[src/rtl/core/bba_list_ram.sv]
// Free-list slot memory: one write port, one registered read port.
// Depends on nothing beyond its parameters.
module bba_list_ram #(
	parameter int DEPTH = 255,
	parameter int AW = 8,
	parameter int DW = 13
) (
	input  logic          clk,
	input  logic          we,
	input  logic [AW-1:0] waddr,
	input  logic [DW-1:0] wdata,
	input  logic [AW-1:0] raddr,
	output logic [DW-1:0] rdata
);

	logic [DW-1:0] mem [DEPTH];

	always_ff @(posedge clk) begin
		if (we) begin
			mem[waddr] <= wdata;
		end
		rdata <= mem[raddr];
	end

endmodule

[config.mk]
export PLATFORM = sky130hd
export DESIGN_NAME = bba_list_ram
export DESIGN_NICKNAME = d
export VERILOG_FILES = /design/src/rtl/core/bba_list_ram.sv
export SDC_FILE = /design/constraint.sdc
export NUM_CORES = 2
export LEC_CHECK = 0
export ABC_AREA = 1
export ABC_CLOCK_PERIOD_IN_PS = 1850
export BUFFER_PORTS_ARGS = -buffer_cell sky130_fd_sc_hd__buf_2
export CAP_MARGIN = 20
export CORE_MARGIN = 1
export CORE_UTILIZATION = 41
export DETAILED_ROUTE_END_ITERATION = 10
export PLACE_DENSITY_LB_ADDON = 0.15
export SYNTH_ARGS = -nofsm -noshare
export SYNTH_HDL_FRONTEND = slang
export SYNTH_SLANG_ARGS = --single-unit
export TNS_END_PERCENT = 5
[constraint.sdc]
create_clock -name clk -period 1.85 [get_ports clk]
set_input_delay 0.0925 -clock clk [delete_from_list [all_inputs] [get_ports clk]]
set_output_delay 0.0925 -clock clk [all_outputs]
set_load 0.05 [all_outputs]
## Yosys cells after proc, flatten, opt, wreduce, memory -nomap -nowiden

Memory sizes are Yosys's and may differ from the RTL's. A register that Yosys moved wholly into a read port is not among the register bits.
Index checks and enable logic that the tools add are counted.
W data, S select, Z words.

| cells by class | value |
|---|---|
| add/subtract/negate cells | 0 |
| multipliers | 0 |
| divide/modulo/power cells | 0 |
| magnitude comparators | 0 |
| equality and inequality tests | 0 |
| shifts and indexed selects | 0 |
| mux-type cells | 2 |
| bitwise logic cells | 0 |
| reduce and logical (&&, ||, !) cells | 0 |

Operators with widths:

| cell | number |
|---|---|
| $mux W1 | 2 |

| word-level totals | value |
|---|---|
| register bits | 0 |
| bits in latches | 0 |
| bits in writable memories | 3,315 |
| memory bits (read-only) | 0 |
| input port bits | 31 |
| output and inout bits | 13 |
| memories kept | 1 |

Memory list:

| memory | words | bits a word | rd ports | clocked after Yosys merged registers in | write ports | RTL line | source |
|---|---|---|---|---|---|---|---|
| mem | 255 | 13 | 1 | 1 | 1 | 16 | `logic [DW-1:0] mem [DEPTH];` |

## Depth between registers and ports, before layout

| logic depth | value |
|---|---|
| depth after elaboration | 2 |
| gate-level depth with buffers | 15 |

## Least setup slack after synthesis

No wires, ideal clock.

| timing path | value |
|---|---|
| path type | input -> register |
| from | in we |
| to | mem mem[161][0] (enable) |
| library setup time | 382 ps |
| arrival | 1,420 ps |
| slack | 47 ps |
| cell stages on the path | 4 |
| path through | clkbuf_1 -> nand3_1 -> clkbuf_1 -> nor2_1 |

| on the way | value |
|---|---|
| cells in the longest elaborated chain, start to end | 2 |

RTL lines:

| item | RTL line | source |
|---|---|---|
| start: declaration | 9 | `input logic we,` |
| $mux W1 | 19 | `if (we) begin` |
| $mux W1 (implied by the code) | 20 | `mem[waddr] <= wdata;` |
| end: declaration | 16 |  |

No other way between the ends.

## Final worst setup path

| timing path | value |
|---|---|
| from | reg rdata[11] (read register of mem) |
| to | out rdata[11] |

RTL lines:

| item | RTL line | source |
|---|---|---|
| start: declaration | 13 | `output logic [DW-1:0] rdata` |

No word-level cell between the ends.

==> run_results.csv <==
group,metric,value,unit
setup_path,path_class,"reg -> out",
sta,maxSlewViolCount,0,
final_layout,areaGrowthSynthToFinish,20.0,%
grt,grt_overflow,0,
sta,worst_slack,-0.0386,ns
setup_path,crit_fanout,1,
sta,fin_crit,1.89,ns
placed_design,dp_slack,-1.07,ns
logic_synthesis,ys_types,16,
power,power.density,1030,nW/um^2
placed_design,portBuffers,43,
logic_synthesis,ys_seq_area_frac,0.743,
floorplan,rows,209,
clock_network,cts_buffer_depth,4,
setup_path,cp-start-kind,"register",
logic_synthesis,netlist_instances,11154,
clock_network,clk_latency,0.95,ns
floorplan,pin_count,44,
sta,finalClockSkew,0.0412,ns
sta,worst_slew_pin_slew,1.25,ns
logic_synthesis,synth_area,134000,um^2
grt,antenna_found_initial,18,
sta,hold_viol,0,
clock_network,cts_tree,"yes",
logic_synthesis,ys_warn_count,0,
placed_design,place.gp.congestion,0.874,
grt,grt_pass1_wl,609000,um
detailed_routing,vias_per_cell,5.49,
sta,relSlewSlack,0.163,
grt,grt_max_degree,88,
setup_path,critPathBufInv,1,
logic_synthesis,synth_top_cell_by_area,"edfxtp_1",
clock_network,cts_sinks,3328,
hold_path,min_from,"waddr[6]",
logic_synthesis,syn_avg_cell_area,12.0,um^2
logic_synthesis,ys.flop_type,"edfxtp_1",
setup_path,cp_top_family,"flip-flops",
floorplan,start_util,0.413,
logic_synthesis,synth_top_area_share,0.741,
floorplan,die-area,330000,um^2
sta,max_freq,529,MHz
logic_synthesis,syn_nets,11185,
grt,grt_pass1_vias,87149,
placed_design,hpwlAfterDp,260000,um
logic_synthesis,synth_edf_count,3315,
final_layout,drive_gt1_frac,0.141,
final_layout,seq_area,99800,um^2
floorplan,die_h,575,um
logic_synthesis,yosys-top-cells-area,"edfxtp_1 74%, nand3_1 12%, nand2_1 9.6%",
status,status,"finished with violations",
clock_network,cts-buffers-inserted,358,
final_layout,multi_input_area,30900,um^2
detailed_routing,drt_iter0_drc,10165,
detailed_routing,drc_errors,0,
setup_path,crit_slowest_cell,"dfxtp_1",
final_layout,fillers,28243,
sta,finalCritPeriodShare,1.02,
detailed_routing,detail_route.wl_per_cell,25.5,um
setup_path,cp_cell_sequence,"buf_4",
setup_path,timing.critical_path.from,"rdata[11]",
power,ir_drop,0.000733,V
sta,rsz0062_at_grt,"yes",
status,violations,"negative setup slack",
clock_network,clkTransAtPathRegs,0.06,ns
power,p_leak,0.0576,uW
setup_path,cp.arrival,1.80,ns
clock_network,h-tree-depth,5,
hold_path,min_path_type,"in -> reg",
floorplan,coreArea,325000,um^2
setup_path,worst_setup_path_end_kind,"primary output",
detailed_routing,firstDrtPassIters,6,
floorplan,die_w,575,um
detailed_routing,wl,421000,um
clock_network,cts_root_buffer,"clkbuf_16",
final_layout,finalNetCount,11882,
grt,grt.total_usage,0.250,
run,cap_violations,0,
setup_path,slowest_delay,0.58,ns
detailed_routing,num_vias,90463,
sta,finalSetupViolations,1,
logic_synthesis,async_flop_share,0,
setup_path,reg2reg_from,"mem[41][2]",
final_layout,fin_util,0.496,
logic_synthesis,synth_seq_cells,3328,
detailed_routing,final_antenna_net_count,0,
setup_path,critPathRequiredTime,1.76,ns
cell usage after synthesis (3+ instances only):
cell,instances
nand2_1,3431
inv_1,72
inv_2,3
dfxtp_1,13
buf_1,79
clkbuf_1,126
nor2_1,308
buf_6,22
buf_2,413
nand3_1,3245
buf_4,120
edfxtp_1,3315
final timing paths:
| check | slack (ns) | end | cells after the start |
|---|---|---|---|
| worst min-delay path | 0.06 | mem[9][0] | 5 |
| worst min register to register | 1.04 | rdata[5] | 10 |
| worst max-delay path | -0.04 | rdata[11] | 1 |
| worst max register to register | 0 | rdata[2] | 11 |
flip-flops by register name, indices dropped and copies added (netlist names):
name / cells
mem: 3315
rdata: 13
stage by stage:
stage | hold slack (ns) | setup TNS (ns) | std cells | area [um^2] | total power [uW]
final | 0.0618 | -0.0386 | 16477 | 161000 | 165000
after detailed placement | 0.437 | -15.44 | 15801 | 149000 | 96300
after floorplan | 0.191 | 0 | 11154 | 134000 | 90000
after global routing | 0.0439 | -0.0837 | 16471 | 161000 | 170000
after CTS | 0.00219 | -0.121 | 16470 | 161000 | 166000
after global placement | 0.440 | -15.48 | 15801 | 149000 | 96200
metal layers:
metal / share of wire / vias to the layer above / track usage
met4: 0.036 / 2 / 0.0906
met1: 0.42 / 45078 / 0.349
met2: 0.47 / 3584 / 0.405
li1: - / 41166 / -
met5: 0.000029 / - / 0
met3: 0.068 / 633 / 0.0292
cells by family (layout without fill, tap and decap cells):
logic type	Yosys count	after routing	share of synthesized area
other cells	0	7	0
flops	3328	3328	0.743
buf+inv	842	1833	0.0322
simple gates	6984	6984	0.225
power by group:
part	switching [uW]	leakage [uW]	internal, uW
sequential	157	0.0299	83100
clock	29800	0.00558	40600
combinational	8170	0.0221	3520
timing repair:
action | CTS | global route
endpoints found under the setup margin | 25 | 14
hold buffers | 15 | 0
resized for setup | 75 | 67
buffers inserted | 0 | 0
cloned | 0 | 0
pin swaps | 0 | 4
hold endpoints to repair | 3349 | 0
layout make-up:
class | count | share of cell area
timing repair buffer | 1100 | 0.0831
antenna | 7 | 0.000109
clock inverter | 205 | 0.0116
tap | 4325 | 0.0335
inverter | 79 | 0.00215
multi-input combinational | 6984 | 0.191
clock buffer | 449 | 0.0592
sequential | 3328 | 0.619
cell usage in the layout (no fill, tap or decap), types with 8 or more instances in the layout:
master,n
nand2_1,3397
edfxtp_1,3315
nand3_1,3163
buf_4,655
buf_12,401
clkbuf_16,366
nor2_1,308
clkinv_1,82
nand3_2,75
clkbuf_1,75
inv_1,72
clkinv_2,63
bufinv_16,29
nand2_2,27
buf_8,16
dlygate4sd3_1,15
buf_2,12
inv_6,9
clkinvlp_4,9
dfxtp_2,9
clkbuf_8,8
(Power assumes the default switching activity.)
